===== config.mk =====
export PLATFORM = sky130hd
export DESIGN_NAME = rsch_cell
export DESIGN_NICKNAME = d
export VERILOG_FILES = /design/src/design/rsch_pkg.sv /design/src/design/rsch_cell.sv
export SDC_FILE = /design/constraint.sdc
export NUM_CORES = 1
export LEC_CHECK = 0
export BUFFER_PORTS_ARGS = -buffer_cell sky130_fd_sc_hd__buf_2
export CORE_AREA = 8 8 142 144
export CTS_CLUSTER_DIAMETER = 150
export DETAILED_ROUTE_END_ITERATION = 10
export DIE_AREA = 0 0 150 152
export PLACE_DENSITY = 0.67
export SYNTH_ARGS = -nofsm -noshare
export SYNTH_HDL_FRONTEND = slang
export SYNTH_SLANG_ARGS = --single-unit
export TNS_END_PERCENT = 20

===== constraint.sdc =====
create_clock -name clk_i -period 5.6 [get_ports clk_i]
set_input_delay 0.84 -clock clk_i [delete_from_list [all_inputs] [get_ports clk_i]]
set_output_delay 0.84 -clock clk_i [all_outputs]
set_load 0.01 [all_outputs]

===== src/design/rsch_pkg.sv =====
// Shared types, widths and codes for the ray/sphere closest-hit core.
`default_nettype none
package rsch_pkg;

  localparam int MaxSpheres = 32;
  localparam int IdxW       = $clog2(MaxSpheres);
  localparam int CountW     = 6;
  localparam int DataW      = 32;
  localparam int RadW       = 31;
  localparam int EW         = DataW + 1;
  localparam int MW         = 68;
  localparam int PW         = 2 * MW;
  localparam int AW         = 64;
  localparam int FracW      = 16;
  localparam int NW         = 86;
  localparam int DivCntW    = $clog2(NW);

  localparam logic signed [DataW-1:0] TInf = {1'b0, {(DataW-1){1'b1}}};

  typedef struct packed {
    logic                    kind;
    logic [IdxW-1:0]         slot;
    logic signed [DataW-1:0] pos_x;
    logic signed [DataW-1:0] pos_y;
    logic signed [DataW-1:0] pos_z;
    logic signed [DataW-1:0] dir_x;
    logic signed [DataW-1:0] dir_y;
    logic signed [DataW-1:0] dir_z;
    logic [RadW-1:0]         radius;
    logic signed [DataW-1:0] t_min;
    logic signed [DataW-1:0] t_max;
  } in_word_t;

  typedef struct packed {
    logic                    hit;
    logic [IdxW-1:0]         sphere_index;
    logic signed [DataW-1:0] hit_t;
  } out_word_t;

  typedef struct packed {
    logic signed [DataW-1:0] cx;
    logic signed [DataW-1:0] cy;
    logic signed [DataW-1:0] cz;
    logic [RadW-1:0]         r;
  } sphere_t;

  typedef struct packed {
    logic busy;
    logic shift;
    logic done;
  } ctl_t;

  typedef enum logic [3:0] {
    ST_IDLE, ST_SETUP, ST_MUL, ST_POST, ST_SPH, ST_SQRT,
    ST_ROOT, ST_DIV, ST_PICK, ST_NEXT, ST_DONE
  } solv_state_e;

  typedef enum logic [3:0] {
    JOB_DXX, JOB_DYY, JOB_DZZ,
    JOB_EDX, JOB_EDY, JOB_EDZ,
    JOB_EXX, JOB_EYY, JOB_EZZ, JOB_RR,
    JOB_HH, JOB_AC
  } job_e;

endpackage
`default_nettype wire


===== src/design/rsch_cell.sv =====
// One sphere table cell of the rotating chain.
`default_nettype none
module rsch_cell
  import rsch_pkg::*;
(
  input  wire logic    clk_i,
  input  wire logic    shift_i,
  input  wire logic    wr_i,
  input  wire sphere_t wr_ent_i,
  input  wire sphere_t nb_i,
  output sphere_t      ent_o
);

  sphere_t ent_q;

  always_ff @(posedge clk_i) begin
    if (wr_i) begin
      ent_q <= wr_ent_i;
    end else if (shift_i) begin
      ent_q <= nb_i;
    end
  end

  assign ent_o = ent_q;

endmodule
`default_nettype wire


* Word-level counts from Yosys, hierarchy flattened *
Index checks and enable logic that the tools add are counted.

storage, ports and cells
  word-level logic and storage cells = 7
  bits in latches = 0
  memory bits (writable) = 0
  ROM bits = 0
  bits in registers = 127
  output and inout bits = 127
  memories kept = 0

operators by class
  multipliers = 0
  order comparisons = 0
  shift operators = 0
  divide/modulo/power cells = 0
  add/sub/neg operators = 0
  equality and inequality tests = 0
  multiplexer cells = 2
  reductions and logical operators = 1
  bitwise logic cells = 0

operator list
  kind                 count
  127-bit two-way mux  2
  2-bit nonzero test   1

* Depth between registers and ports, before layout *
  depth after elaboration = 2
  gate-level depth with buffers = 3
  depth with buffers taken out = 1

* Worst setup path before layout *
No wires, ideal clock.

  path kind = input -> register
  start point = in wr_i
  end point = reg ent_q, in the netlist ent_o[0], enable pin
  slack = 2.466 ns
  required time = 5.167 ns
  buffers on the path = 2
  stages = 3
  arrival time = 2.702 ns
  library setup time = 0.433 ns
  path through = clkbuf_8 buf_6 or2_2

on the way
  cells in the longest elaborated chain, start to end = 1

ends and longest elaborated chain
  element                       RTL line         RTL
  from (decl)                   rsch_cell.sv:8   input wire logic wr_i,
  2-bit nonzero test (no line)  -
  to (signal assigned)          rsch_cell.sv:18  ent_q <= wr_ent_i;
  to (signal assigned)          rsch_cell.sv:20  ent_q <= nb_i;
  to (decl)                     rsch_cell.sv:14  sphere_t ent_q;

Every way passes these cells.
A chain may end at the register's enable or synchronous reset.

* Worst setup path after layout *
  start point = in wr_i
  end point = reg ent_q, in the netlist ent_o[1], enable pin

Same word-level chain as after synthesis.

==> metrics.md <==
| Metric | Value |
|---|---|
| Finished Core Util | `approximately 45%` |
| Vias per cell | `4.319` |
| Final period util | `about half` |
| Worst-path maximum fanout | `64` |
| P_int | `around 2000 µW` |
| Via Count | `between 3000 and 4000` |
| Width of the chip | `~150 µm` |
| CP max-delay cell | `or2_4` |
| CTS H-Tree Depth | `4` |
| Initial Utilization | `a little under a third` |
| Max Freq | `around 370 MHz` |
| Final Hold Vio Count | `0` |
| Max Root-Sink Buffers | `2` |
| Syn_nets | `526` |
| DR WL/cell | `roughly 19 µm` |
| FF+latch count, synth | `around 130` |
| Grt ovf | `0` |
| IO Count | `384` |
| First-pass GRT wire length | `between 20 and 30 mm` |
| Worst Hold Class | `input port to flip-flop` |
| Row cnt | `between 40 and 50` |
| Drt total wl | `~17 mm` |
| Clk sink count | `127` |
| Worst Path Required | `between 5000 and 6000 ps` |
| Die area | `between 20000 and 25000 µm²` |
| Share of layout cells above drive strength 1 | `roughly four fifths` |
| Worst vdd ir | `between 0.15 and 0.2 mV` |
| Buffers on Ports | `approximately 380` |
| Synthesized area | `5428 µm²` |
| Max-cap viol count | `0` |
| Critical Path AT | `approximately 2800 ps` |
| TritonCTS clock tree | `done` |
| Synth top area cells | `edfxtp_1, mux2_2, clkbuf_8` |
| Crit end category | `flip-flop` |
| Outcome | `finished, final reports clean` |
| Ys async rst share | `0%` |
| CTS Root Cell | `clkbuf_16` |
| Max incr delay on CP | `840 ps` |
| Synth top area share | `between 70% and 80%` |
| Synth top cells by count | `edfxtp_1, mux2_2, clkbuf_8, buf_6, or2_2` |
| Vertical die dimension | `around 150 µm` |
| CP Cell Sequence | `buf_4, or2_4, buf_12` |
| Sequential share of the synthesized area | `70.26%` |
| Buffers & Inverters on Critical Path | `2` |
| Total routing usage reported by global routing | `approximately 15%` |
| Post-Syn Instances | `~270` |
| Largest delay share family, worst path | `buffers and inverters` |
| Post-cts hold buffer count | `0` |
| Clk slew on worst S/H paths | `~60 ps` |
| Cell area after layout | `8039 µm²` |
| Ys Warns | `0` |
| Fin nets | `916` |
| Net switching power | `a little under 600 µW` |
| Antenna violations before repair | `0` |
| Max-slew violation count | `0` |
| RD Place Congestion | `0.7683` |
| Drt initial violations | `between 100 and 150` |
| Critical path class | `input port to flip-flop` |
| DRC errors left | `0` |
| Switch share | `a little under a quarter` |
| Yosys cell types | `5` |
| Post-DP Area | `~7500 µm²` |
| Diodes inserted | `0` |
| Vias in the first global route | `between 4000 and 5000` |
| Leak Pwr | `approximately 0.0036 µW` |
| Main synth FF type | `edfxtp_1` |
| Combinational Power Share | `approximately 14%` |
| EDFF count, synth | `127` |
| # setup viols final | `0` |
| Relative slew slack | `between 30% and 40%` |
| Largest net degree at the start of global routing | `73` |
| Largest register FFs | `approximately 130` |
| Seq pwr share | `a little under half` |
| Synth-to-Final Area Change | `48.11%` |
| Startpoint types | `input port` |
| Core ar. | `about 18000 µm²` |
| CTS Buf Count | `17` |
| Post-CTS Setup Bufs | `0` |
| RSZ-0062 raised after global routing | `no` |
| Fin crit period | `2700 ps` |
| Drt pass-1 iters | `4` |
| Clock group share of total power | `between 40 and 50%` |
| Routed Antenna Nets | `0` |
| Post-CTS resize count | `0` |
| Setup_tns | `0 ps` |
| Pwr dens | `328.5 nW/µm²` |
| Avg Synthesized Cell Area | `a little over 20 µm²` |
| Post-DP HPWL | `approximately 14 mm` |
| Area leader, netlist | `edfxtp_1` |
| Worst Tran Pin Value | `940.5 ps` |
-- cell type report --
class / instances / area, µm²
Clock buffer: 18 / 429.2
Clock inverter: 10 / 123.9
Timing Repair Buffer: 385 / 1947
Fill cell: 1643 / 9741
Tap cell: 229 / 286.5
Sequential cell: 127 / 3814
Multi-Input combinational cell: 128 / 1439
-- power groups by stage --
stage                     Clock, µW  Sequential (µW)  Combinational, µW
after CTS                      1100             1200                385
after floorplan                   0             1280                112
after detailed placement          0             1220                384
after global routing           1130             1210                407
after global placement            0             1210                380
final                          1070             1200                375
-- layer usage --
layer  track usage, %  share of wire, %  up-vias
met5                0                 0        -
met4            4.857               1.5        0
met3            7.187                12       19
met2            25.88                51      217
met1            15.03                36     1796
li1                 -                 -     1842
-- worst paths after layout --
kind	cells past startpoint	slack, ps	startpoint	endpoint
max	3	2900	wr_i	ent_o[1]
min	2	730	nb_i[92]	ent_o[92]
-- kinds of logic after synthesis --
kind of cell / synth area share, %
muxes: 26.35
DFF: 70.26
and+or+nand+nor: 0.1153
buffers and inverters: 3.273
-- cells in the final DEF (no fill, tap or decap) --
cell type   instances
buf_12              1
buf_2             382
buf_4               2
bufinv_16           3
clkbuf_1            1
clkbuf_16          17
clkinv_1            3
clkinv_2            3
clkinvlp_4          1
edfxtp_1          127
mux2_2            127
or2_4               1
-- metrics by stage --
| step | setup WS, ps | power [µW] | hold WS [ps] | instances |
|---|---|---|---|---|
| floorplan | 2466 | 1388 | 1060 | 269 |
| global placement | 2447 | 1595 | 1141 | 869 |
| detailed placement | 2473 | 1599 | 1144 | 869 |
| CTS | 2902 | 2678 | 709.4 | 897 |
| global route | 2754 | 2747 | 706.3 | 897 |
| finish | 2900 | 2641 | 733.8 | 897 |
Note: power is estimated with default switching activity, not from simulation.
