File: config.mk
export PLATFORM = sky130hd
export DESIGN_NAME = rsch_solver
export DESIGN_NICKNAME = d
export VERILOG_FILES = /design/src/design/rsch_pkg.sv /design/src/design/rsch_solver.sv
export SDC_FILE = /design/constraint.sdc
export NUM_CORES = 2
export LEC_CHECK = 0
export BUFFER_PORTS_ARGS = -buffer_cell sky130_fd_sc_hd__buf_2
export CAP_MARGIN = 20
export CORE_MARGIN = 5
export CORE_UTILIZATION = 55
export DETAILED_ROUTE_END_ITERATION = 7
export GPL_TIMING_DRIVEN = 0
export PLACE_DENSITY = 0.81
export SYNTH_ARGS = -nofsm -noshare
export SYNTH_HDL_FRONTEND = slang
export SYNTH_SLANG_ARGS = --single-unit
File: constraint.sdc
create_clock -name clk_i -period 38 [get_ports clk_i]
set_input_delay 5.7 -clock clk_i [delete_from_list [all_inputs] [get_ports clk_i]]
set_output_delay 5.7 -clock clk_i [all_outputs]
set_load 0.03 [all_outputs]
File: src/design/rsch_pkg.sv
// Shared types, widths and codes for the ray/sphere closest-hit core.
`default_nettype none
package rsch_pkg;

  localparam int MaxSpheres = 32;
  localparam int IdxW       = $clog2(MaxSpheres);
  localparam int CountW     = 6;
  localparam int DataW      = 32;
  localparam int RadW       = 31;
  localparam int EW         = DataW + 1;
  localparam int MW         = 68;
  localparam int PW         = 2 * MW;
  localparam int AW         = 64;
  localparam int FracW      = 16;
  localparam int NW         = 86;
  localparam int DivCntW    = $clog2(NW);

  localparam logic signed [DataW-1:0] TInf = {1'b0, {(DataW-1){1'b1}}};

  typedef struct packed {
    logic                    kind;
    logic [IdxW-1:0]         slot;
    logic signed [DataW-1:0] pos_x;
    logic signed [DataW-1:0] pos_y;
    logic signed [DataW-1:0] pos_z;
    logic signed [DataW-1:0] dir_x;
    logic signed [DataW-1:0] dir_y;
    logic signed [DataW-1:0] dir_z;
    logic [RadW-1:0]         radius;
    logic signed [DataW-1:0] t_min;
    logic signed [DataW-1:0] t_max;
  } in_word_t;

  typedef struct packed {
    logic                    hit;
    logic [IdxW-1:0]         sphere_index;
    logic signed [DataW-1:0] hit_t;
  } out_word_t;

  typedef struct packed {
    logic signed [DataW-1:0] cx;
    logic signed [DataW-1:0] cy;
    logic signed [DataW-1:0] cz;
    logic [RadW-1:0]         r;
  } sphere_t;

  typedef struct packed {
    logic busy;
    logic shift;
    logic done;
  } ctl_t;

  typedef enum logic [3:0] {
    ST_IDLE, ST_SETUP, ST_MUL, ST_POST, ST_SPH, ST_SQRT,
    ST_ROOT, ST_DIV, ST_PICK, ST_NEXT, ST_DONE
  } solv_state_e;

  typedef enum logic [3:0] {
    JOB_DXX, JOB_DYY, JOB_DZZ,
    JOB_EDX, JOB_EDY, JOB_EDZ,
    JOB_EXX, JOB_EYY, JOB_EZZ, JOB_RR,
    JOB_HH, JOB_AC
  } job_e;

endpackage
`default_nettype wire

File: src/design/rsch_solver.sv
// Sequential quadratic solver: bit-serial multiply, square root and divide.
`default_nettype none
module rsch_solver
  import rsch_pkg::*;
(
  input  wire logic              clk_i,
  input  wire logic              rst_ni,
  input  wire logic              start_i,
  input  wire in_word_t          ray_i,
  input  wire logic [CountW-1:0] count_i,
  input  wire sphere_t           head_i,
  input  wire logic              take_i,
  output ctl_t                   ctl_o,
  output out_word_t              res_o
);

  solv_state_e state_q, state_d;
  job_e        job_q, job_d;
  logic [IdxW-1:0]    i_q, i_d;
  logic [DivCntW-1:0] cnt_q, cnt_d;
  logic               root_q, root_d;
  logic               found_q, found_d;
  logic [IdxW-1:0]    idx_q, idx_d;
  logic signed [DataW-1:0] best_q, best_d;

  in_word_t              ray_q, ray_d;
  logic [AW-1:0]         a_q, a_d;
  logic signed [MW-1:0]  h_q, h_d, c_q, c_d;
  logic signed [EW-1:0]  ex_q, ex_d, ey_q, ey_d, ez_q, ez_d;
  logic signed [PW-1:0]  acc_q, acc_d, mx_q, mx_d;
  logic [MW-1:0]         my_q, my_d;
  logic [PW-1:0]         sres_q, sres_d, bit_q, bit_d;
  logic [NW-1:0]         m_q, m_d, quo_q, quo_d;
  logic [AW-1:0]         rem_q, rem_d;
  logic                  nneg_q, nneg_d;

  logic signed [MW-1:0] opx, opy;
  logic                 opneg, opclr;
  logic                 ysgn;
  logic signed [PW-1:0] xw;
  logic [PW-1:0]        trial;
  logic                 sq_ge;
  logic [AW:0]          r2, rdiff;
  logic                 dv_ge;
  logic [NW-1:0]        hn, sx, sumv, numv;
  logic signed [NW-1:0] tneg, t_s, tmin_s, tmax_s, best_s;

  always_comb begin
    opx   = '0;
    opy   = '0;
    opneg = 1'b0;
    opclr = 1'b0;
    case (job_q)
      JOB_DXX: begin
        opx   = MW'(ray_q.dir_x);
        opy   = MW'(ray_q.dir_x);
        opclr = 1'b1;
      end
      JOB_DYY: begin
        opx = MW'(ray_q.dir_y);
        opy = MW'(ray_q.dir_y);
      end
      JOB_DZZ: begin
        opx = MW'(ray_q.dir_z);
        opy = MW'(ray_q.dir_z);
      end
      JOB_EDX: begin
        opx   = MW'(ex_q);
        opy   = MW'(ray_q.dir_x);
        opclr = 1'b1;
      end
      JOB_EDY: begin
        opx = MW'(ey_q);
        opy = MW'(ray_q.dir_y);
      end
      JOB_EDZ: begin
        opx = MW'(ez_q);
        opy = MW'(ray_q.dir_z);
      end
      JOB_EXX: begin
        opx   = MW'(ex_q);
        opy   = MW'(ex_q);
        opclr = 1'b1;
      end
      JOB_EYY: begin
        opx = MW'(ey_q);
        opy = MW'(ey_q);
      end
      JOB_EZZ: begin
        opx = MW'(ez_q);
        opy = MW'(ez_q);
      end
      JOB_RR: begin
        opx   = MW'(head_i.r);
        opy   = MW'(head_i.r);
        opneg = 1'b1;
      end
      JOB_HH: begin
        opx   = h_q;
        opy   = h_q;
        opclr = 1'b1;
      end
      JOB_AC: begin
        opx   = MW'(a_q);
        opy   = c_q;
        opneg = 1'b1;
      end
      default: begin
        opx = '0;
      end
    endcase
  end

  always_comb begin
    ysgn   = opy[MW-1];
    xw     = PW'(opx);
    trial  = sres_q + bit_q;
    sq_ge  = $unsigned(acc_q) >= trial;
    r2     = {rem_q, m_q[NW-1]};
    rdiff  = r2 - {1'b0, a_q};
    dv_ge  = r2 >= {1'b0, a_q};
    hn     = -(NW'(h_q));
    sx     = NW'(sres_q[MW-1:0]);
    sumv   = root_q ? (hn - sx) : (hn + sx);
    numv   = sumv << FracW;
    tneg   = -$signed(quo_q);
    t_s    = nneg_q ? (tneg - NW'(rem_q != '0)) : $signed(quo_q);
    tmin_s = NW'(ray_q.t_min);
    tmax_s = NW'(ray_q.t_max);
    best_s = NW'(best_q);
  end

  always_comb begin
    state_d = state_q;
    job_d   = job_q;
    i_d     = i_q;
    cnt_d   = cnt_q;
    root_d  = root_q;
    found_d = found_q;
    idx_d   = idx_q;
    best_d  = best_q;
    ray_d   = ray_q;
    a_d     = a_q;
    h_d     = h_q;
    c_d     = c_q;
    ex_d    = ex_q;
    ey_d    = ey_q;
    ez_d    = ez_q;
    acc_d   = acc_q;
    mx_d    = mx_q;
    my_d    = my_q;
    sres_d  = sres_q;
    bit_d   = bit_q;
    m_d     = m_q;
    quo_d   = quo_q;
    rem_d   = rem_q;
    nneg_d  = nneg_q;
    ctl_o   = '0;
    ctl_o.busy = (state_q != ST_IDLE);
    case (state_q)
      ST_IDLE: begin
        if (start_i) begin
          ray_d   = ray_i;
          job_d   = JOB_DXX;
          i_d     = '0;
          best_d  = TInf;
          found_d = 1'b0;
          idx_d   = '0;
          state_d = ST_SETUP;
        end
      end
      ST_SETUP: begin
        acc_d   = opclr ? '0 : acc_q;
        mx_d    = (ysgn ^ opneg) ? -xw : xw;
        my_d    = ysgn ? -opy : opy;
        state_d = ST_MUL;
      end
      ST_MUL: begin
        if (my_q[0]) begin
          acc_d = acc_q + mx_q;
        end
        mx_d = mx_q <<< 1;
        my_d = my_q >> 1;
        if (my_q[MW-1:1] == '0) begin
          state_d = ST_POST;
        end
      end
      ST_POST: begin
        case (job_q)
          JOB_DZZ: begin
            a_d     = acc_q[AW-1:0];
            state_d = ST_SPH;
          end
          JOB_EDZ: begin
            h_d     = acc_q[MW-1:0];
            job_d   = job_e'(job_q + 4'd1);
            state_d = ST_SETUP;
          end
          JOB_RR: begin
            c_d     = acc_q[MW-1:0];
            job_d   = job_e'(job_q + 4'd1);
            state_d = ST_SETUP;
          end
          JOB_AC: begin
            if (acc_q[PW-1]) begin
              state_d = ST_NEXT;
            end else begin
              sres_d  = '0;
              bit_d   = PW'(1) << (PW - 2);
              state_d = ST_SQRT;
            end
          end
          default: begin
            job_d   = job_e'(job_q + 4'd1);
            state_d = ST_SETUP;
          end
        endcase
      end
      ST_SPH: begin
        if (a_q == '0 || CountW'(i_q) >= count_i) begin
          state_d = ST_NEXT;
        end else begin
          ex_d    = EW'(ray_q.pos_x) - EW'(head_i.cx);
          ey_d    = EW'(ray_q.pos_y) - EW'(head_i.cy);
          ez_d    = EW'(ray_q.pos_z) - EW'(head_i.cz);
          job_d   = JOB_EDX;
          state_d = ST_SETUP;
        end
      end
      ST_SQRT: begin
        if (sq_ge) begin
          acc_d  = acc_q - $signed(trial);
          sres_d = (sres_q >> 1) + bit_q;
        end else begin
          sres_d = sres_q >> 1;
        end
        bit_d = bit_q >> 2;
        if (bit_q[0]) begin
          root_d  = 1'b0;
          state_d = ST_ROOT;
        end
      end
      ST_ROOT: begin
        nneg_d  = numv[NW-1];
        m_d     = numv[NW-1] ? -numv : numv;
        rem_d   = '0;
        quo_d   = '0;
        cnt_d   = '0;
        state_d = ST_DIV;
      end
      ST_DIV: begin
        rem_d = dv_ge ? rdiff[AW-1:0] : r2[AW-1:0];
        quo_d = {quo_q[NW-2:0], dv_ge};
        m_d   = m_q << 1;
        cnt_d = cnt_q + DivCntW'(1);
        if (cnt_q == DivCntW'(NW - 1)) begin
          state_d = ST_PICK;
        end
      end
      ST_PICK: begin
        if (tmin_s <= t_s && t_s <= tmax_s && t_s < best_s) begin
          best_d  = t_s[DataW-1:0];
          idx_d   = i_q;
          found_d = 1'b1;
        end
        if (!root_q) begin
          root_d  = 1'b1;
          state_d = ST_ROOT;
        end else begin
          state_d = ST_NEXT;
        end
      end
      ST_NEXT: begin
        ctl_o.shift = 1'b1;
        if (i_q == IdxW'(MaxSpheres - 1)) begin
          state_d = ST_DONE;
        end else begin
          i_d     = i_q + IdxW'(1);
          state_d = ST_SPH;
        end
      end
      ST_DONE: begin
        ctl_o.done = 1'b1;
        if (take_i) begin
          state_d = ST_IDLE;
        end
      end
      default: begin
        state_d = ST_IDLE;
      end
    endcase
  end

  always_ff @(posedge clk_i or negedge rst_ni) begin
    if (!rst_ni) begin
      state_q <= ST_IDLE;
      job_q   <= JOB_DXX;
      i_q     <= '0;
      cnt_q   <= '0;
      root_q  <= 1'b0;
      found_q <= 1'b0;
      idx_q   <= '0;
      best_q  <= TInf;
    end else begin
      state_q <= state_d;
      job_q   <= job_d;
      i_q     <= i_d;
      cnt_q   <= cnt_d;
      root_q  <= root_d;
      found_q <= found_d;
      idx_q   <= idx_d;
      best_q  <= best_d;
    end
  end

  always_ff @(posedge clk_i) begin
    ray_q  <= ray_d;
    a_q    <= a_d;
    h_q    <= h_d;
    c_q    <= c_d;
    ex_q   <= ex_d;
    ey_q   <= ey_d;
    ez_q   <= ez_d;
    acc_q  <= acc_d;
    mx_q   <= mx_d;
    my_q   <= my_d;
    sres_q <= sres_d;
    bit_q  <= bit_d;
    m_q    <= m_d;
    quo_q  <= quo_d;
    rem_q  <= rem_d;
    nneg_q <= nneg_d;
  end

  assign res_o.hit          = found_q;
  assign res_o.sphere_index = found_q ? idx_q : '0;
  assign res_o.hit_t        = best_q;

endmodule
`default_nettype wire

Word-level counts from Yosys, hierarchy flattened
Index checks and enable logic that the tools add are counted.
{"block": "word_totals", "register_bits": 1463, "latchBits": 0, "ram_bits": 0, "rom_bits": 0, "inputBits": 430, "output_inout_bits": 41, "wordCells": 191, "n_memories": 0}
{"block": "classes", "n_addsub": 19, "n_mul": 0, "div": 0, "order_cmp": 6, "eq_ne": 37, "shifts": 0, "n_mux": 58, "bitwise_logic": 2, "n_reduce_logical": 38}
{"op": "136-bit 2-to-1 mux", "count": 9}
{"op": "68-bit one-hot mux with 9 select lines", "count": 2}
{"op": "136-bit one-hot mux with 2 select lines", "count": 3}
{"op": "136-bit one-hot mux with 3 select lines", "count": 1}
{"op": "86-bit one-hot mux with 2 select lines", "count": 2}
{"op": "136-bit adder", "count": 2}
{"op": "86-bit 2-to-1 mux", "count": 2}
{"op": "86-bit negator", "count": 2}
{"op": "135-bit by 136-bit adder with 136-bit output", "count": 1}
{"op": "136-bit >= comparator", "count": 1}
{"op": "68-bit negator with 136-bit output", "count": 1}
{"op": "68-bit one-hot mux with 2 select lines", "count": 1}
{"op": "136-bit subtractor", "count": 1}
{"op": "64-bit one-hot mux with 2 select lines", "count": 1}
{"op": "32-bit by 32-bit subtractor with 33-bit output", "count": 3}
{"op": "32-bit by 86-bit <= comparator with 1-bit output", "count": 1}
{"op": "86-bit by 32-bit <= comparator with 1-bit output", "count": 1}
{"op": "86-bit by 32-bit less-than comparator with 1-bit output", "count": 1}
{"op": "86-bit by 1-bit subtractor with 86-bit output", "count": 1}
{"op": "70-bit by 68-bit adder with 70-bit output", "count": 1}
{"op": "70-bit 2-to-1 mux", "count": 1}
{"op": "68-bit negator with 70-bit output", "count": 1}
{"op": "70-bit by 68-bit subtractor with 70-bit output", "count": 1}
{"op": "68-bit 2-to-1 mux", "count": 1}
{"op": "43 further kinds", "count": 119}

Longest topological paths before layout
{"block": "logic_depth", "depth_word": 8, "mapped_depth": 38, "depth_no_buf": 36}

Worst setup path after synthesis
No wires, ideal clock.
{"block": "synth_path", "kind": "register to register", "from": "register sres_q[2]", "to": "register acc_q[0] (enable)", "setup_ns": 0.846, "arrival_ns": 16.512, "setup_slack_ns": 20.642, "path_stages_with_launch": 28, "synth_period_minus_slack_ns": 17.358, "cell_sequence": "edfxtp_1 > ha_1 > a31o_2 > a21oi_1 > o21ai_0 > a21oi_1 > o21ai_0 > a21oi_1 > o41ai_1 > a41oi_1 > o41ai_1 > a21oi_1 > o31ai_1 > nor3b_1 > a21oi_1 > xor2_1 > ha_1 > clkbuf_1 > nand4_1 > or3_1 > nor4_1 > nand4_1 > o211ai_1 > a221oi_1 > o21ai_1 > clkbuf_1 > nand2_1 > a221oi_1"}
{"block": "synth_between", "elab_chain_len": 4}
{"item": "from (decl)", "line_no": "rsch_solver.sv:32", "rtl": "logic [PW-1:0] sres_q, sres_d, bit_q, bit_d;"}
{"item": "from (signal assigned)", "line_no": "rsch_solver.sv:327", "rtl": "sres_q <= sres_d;"}
{"item": "136-bit adder", "line_no": "rsch_solver.sv:117", "rtl": "trial = sres_q + bit_q;"}
{"item": "136-bit >= comparator", "line_no": "rsch_solver.sv:118", "rtl": "sq_ge = $unsigned(acc_q) >= trial;"}
{"item": "2-bit inequality test (no line)"}
{"item": "4-bit AND reduction (no line)"}
{"item": "to (signal assigned)", "line_no": "rsch_solver.sv:324", "rtl": "acc_q <= acc_d;"}
{"item": "to (decl)", "line_no": "rsch_solver.sv:30", "rtl": "logic signed [PW-1:0] acc_q, acc_d, mx_q, mx_d;"}
No other way between the ends.
A chain may end at the register's enable or synchronous reset.

Final worst setup path
{"block": "layout_path", "from": "register sres_q[2]", "to": "register acc_q[118] (enable)"}
Same word-level chain as after synthesis.

==> impl_metrics.toml <==
[outcome]
status = "complete, no violations"

[min_path]
worstHoldPathType = "flop to flop"
hp-start = "m_q[76]"
hold_depth = 2
holdPathEnd = "m_q[77]"

[sta]
setup_viol_count_final = 0
clock_skew_ns = 0.0643
tightest_slew_ns = 1.25
period_minus_slack_ns = 12.47
slew_headroom_pct = 15.5
setup_slack_ns = 25.53
fin_crit_sh_pct = 32.8
rsz0062_at_grt = "no"
max_freq_mhz = 80.2
final.setup.tns_ns = 0
finalHoldViolations = 0
maxSlewViolCount = 0

[power_and_ir_drop]
p_switching_uw = 6310
seqPwrFrac_pct = 23.6
pwr-share-clk_pct = 13.4
power_density_nw_per_um2 = 95.8
power.internal_uw = 6000
total_power_uw = 12300
vdd_drop_max_uv = 113
netSwitchingFraction_pct = 51.2
combPwrFrac_pct = 63.0
leakage_uw = 0.0510

[worst_setup_path]
worst-setup-path-type = "flop to flop"
reg2regPathDepth = 34
worstPathRequired_ns = 38.56
setup.worst_path.end_class = "flop"
crit_path_start_kind = "flop"
worstReg2RegEnd = "acc_q[118]"
crit_buf_inv = 9
r2r-start = "sres_q[2]"
cpMaxStageDelayCell = "clkbuf_1"
r2r_slack_ns = 25.53
critPathMaxFanout = 20
arrival_ns = 13.02
slowest_delay_ns = 0.72
cpLargestDelayFamily = "compound AO/OA/AOI/OAI gates"

[routing]
viasPerCell = 6.67
drc = 0
wirelength_um = 460000
wl_per_cell_um = 27.5
dr.pass1.iters = 7
ant_nets = 0
dr.first_iter.drc_count = 16100
vias = 111000

[clocking]
cts_root_buf = "clkbuf_16"
cts.repair.resized = 0
cts_tree = "built"
cts_inserted_buffers = 161
cts_sinks = 1379
clkLatencyLatePin_ns = 0.89
htree_num_levels = 4
cts.clk_slew.worst_paths_ns = 0.06
cts_buffer_depth = 3
cts_setup_buffers = 0
cts_hold_buf = 0

[floorplanning]
die_area_um2 = 220000
ioPinCount = 471
die_y_um = 469
start_util_pct = 55.2
core_area_um2 = 209000
rows = 168
die_w_um = 469

[synth]
synth_edf_count = 1320
synth_nets = 14500
avgSynthCellArea_um2 = 8.86
synth.cell_area_um2 = 116000
yosysWarnings = 0
synth_flop_cell = "edfxtp_1"
synth_cell_types = 109
ys_ff_latch = 1379
async_flop_share_pct = 4.28
seq_area_frac_synth_pct = 35.6
synthCells = 13100

[final_layout]
syn_to_final_growth_pct = 11.1
finalNonFillerCells = 16700
ff_latch_area_um2 = 41200
nets = 15200
fillers = 18300
multi_input_area_um2 = 69500
final_layout_size_suffix_gt1_share_pct = 7.78
fin_area_um2 = 128000

[global_routing]
use_met1_pct = 56.2
grt_pass1_vias = 102000
grt_use_met2_pct = 56.6
track_usage_pct = 40.2
antenna_found_initial = 43
grt.busiest_layer = "met2"
grt_pass1_wl_um = 662000
grt_max_degree = 102
grtUsageMet3_pct = 13.8
grt_overflow = 0

[placement]
numPortBuffers = 433
hpwl_um = 370000
dp_slack_ns = 26.00
dp_cells = 16400
post_dp_cell_area_um2 = 123000
gp_congestion = 1.09

[job]
maxCapViolations = 0
synthesized netlist by cell type, drive strengths merged, types with 138 or more instances:
cell / count / area, µm²
edfxtp: 1320 / 39600
xor2: 423 / 3700
nand4: 356 / 2250
xnor2: 675 / 5910
inv: 687 / 2580
and2: 163 / 1020
nand2: 1067 / 4010
nor2: 1151 / 4320
a21oi: 1155 / 5780
o21bai: 172 / 1290
nand3: 221 / 1110
o22ai: 174 / 1090
nor3: 242 / 1250
o21a: 138 / 1040
a31oi: 229 / 1430
o21ai: 850 / 4250
ha: 1001 / 12500
a21o: 457 / 3430
clkbuf: 500 / 1880
stage by stage:
step	util (%)	hold WS, ns
floorplan	-	0.482
global placement	58.0	0.503
detailed placement	58.7	0.512
CTS	61.3	0.478
global route	61.3	0.503
finish	61.4	0.493
worst register-to-register path: cells and delay by family, from the launching register on:
| kind | cells | cell delay [ns] |
|---|---|---|
| flops | 1 | 0.60 |
| buf+inv | 9 | 2.50 |
| xor+xnor | 1 | 0.21 |
| fa+ha+maj | 2 | 0.75 |
| simple gates | 6 | 2.55 |
| compound gates | 16 | 5.54 |
how the worst max path moves through the flow:
| stage | to | start | slack (ns) | cells after the start |
|---|---|---|---|---|
| after CTS | acc_q[125] | sres_q[2] | 25.95 | 34 |
| after floorplan | acc_q[0] | sres_q[2] | 20.64 | 27 |
| after global placement | acc_q[126] | sres_q[2] | 11.54 | 27 |
| after global routing | acc_q[118] | sres_q[2] | 25.30 | 34 |
| final | acc_q[118] | sres_q[2] | 25.53 | 34 |
| after detailed placement | acc_q[128] | sres_q[2] | 26.00 | 34 |
layout by cell type, fill, tap and decap left out, types with 76 or more instances in the layout:
master / n
edfxtp_1: 1320
a21oi_1: 1154
nor2_1: 1146
nand2_1: 1065
ha_1: 1001
o21ai_0: 829
inv_1: 684
xnor2_1: 675
clkbuf_1: 509
buf_2: 485
a21o_1: 457
xor2_1: 423
nand4_1: 354
nor3_1: 234
a31oi_1: 229
nand3_1: 221
o22ai_1: 174
o21bai_1: 172
clkbuf_16: 161
and2_1: 159
o21a_1: 138
nor2b_1: 133
a22oi_1: 131
mux2i_1: 128
nand2b_1: 118
nor4_1: 117
or3_1: 115
a211oi_1: 109
and3_1: 100
a22o_1: 85
a221oi_1: 76
flip-flops by register name, summed over array words and instances, names as in the netlist, 64 cells and up:
| name | flops |
|---|---|
| a_q | 64 |
| acc_q | 136 |
| bit_q | 68 |
| c_q | 68 |
| h_q | 68 |
| m_q | 70 |
| mx_q | 136 |
| my_q | 68 |
| quo_q | 86 |
| ray_q | 256 |
| rem_q | 64 |
| sres_q | 136 |
power groups by stage:
stage          combinational (µW)  sequential (µW)  clock, µW
3_5_place_dp                 7370             2860          0
2_1_floorplan                5060             2770          0
3_3_place_gp                 7140             3160          0
4_1_cts                      7440             2840       1650
5_1_grt                      8250             2890       1720
6_report                     7750             2900       1650
area by class of cell:
type / count / area share, %
Clock inverter: 117 / 1.12
Buffer: 632 / 2.03
Multi-Input combinational cell: 10400 / 54.1
Tap cell: 2805 / 2.73
Antenna cell: 33 / 0.0643
Sequential cell: 1379 / 32.0
Clock buffer: 177 / 3.19
Inverter: 689 / 2.02
Timing Repair Buffer: 522 / 2.72
cells by family after synthesis:
logic type / count (synthesis) / share of synthesized area [%]
simple gates: 3990 / 16.7
xor+xnor: 1098 / 8.32
fa+ha+maj: 1008 / 11.0
flops: 1379 / 35.6
buf+inv: 1321 / 4.48
mux: 158 / 1.41
compound gates: 4101 / 22.6
routing by layer:
layer  up-vias  share of wire, %  wire (µm)
met5         -              0.15        674
met4        36               4.9      22700
met3      1109                14      65600
met2      7228                40     184000
met1     53000                41     187000
li1      50000                 -          -
(Power assumes the default switching activity.)
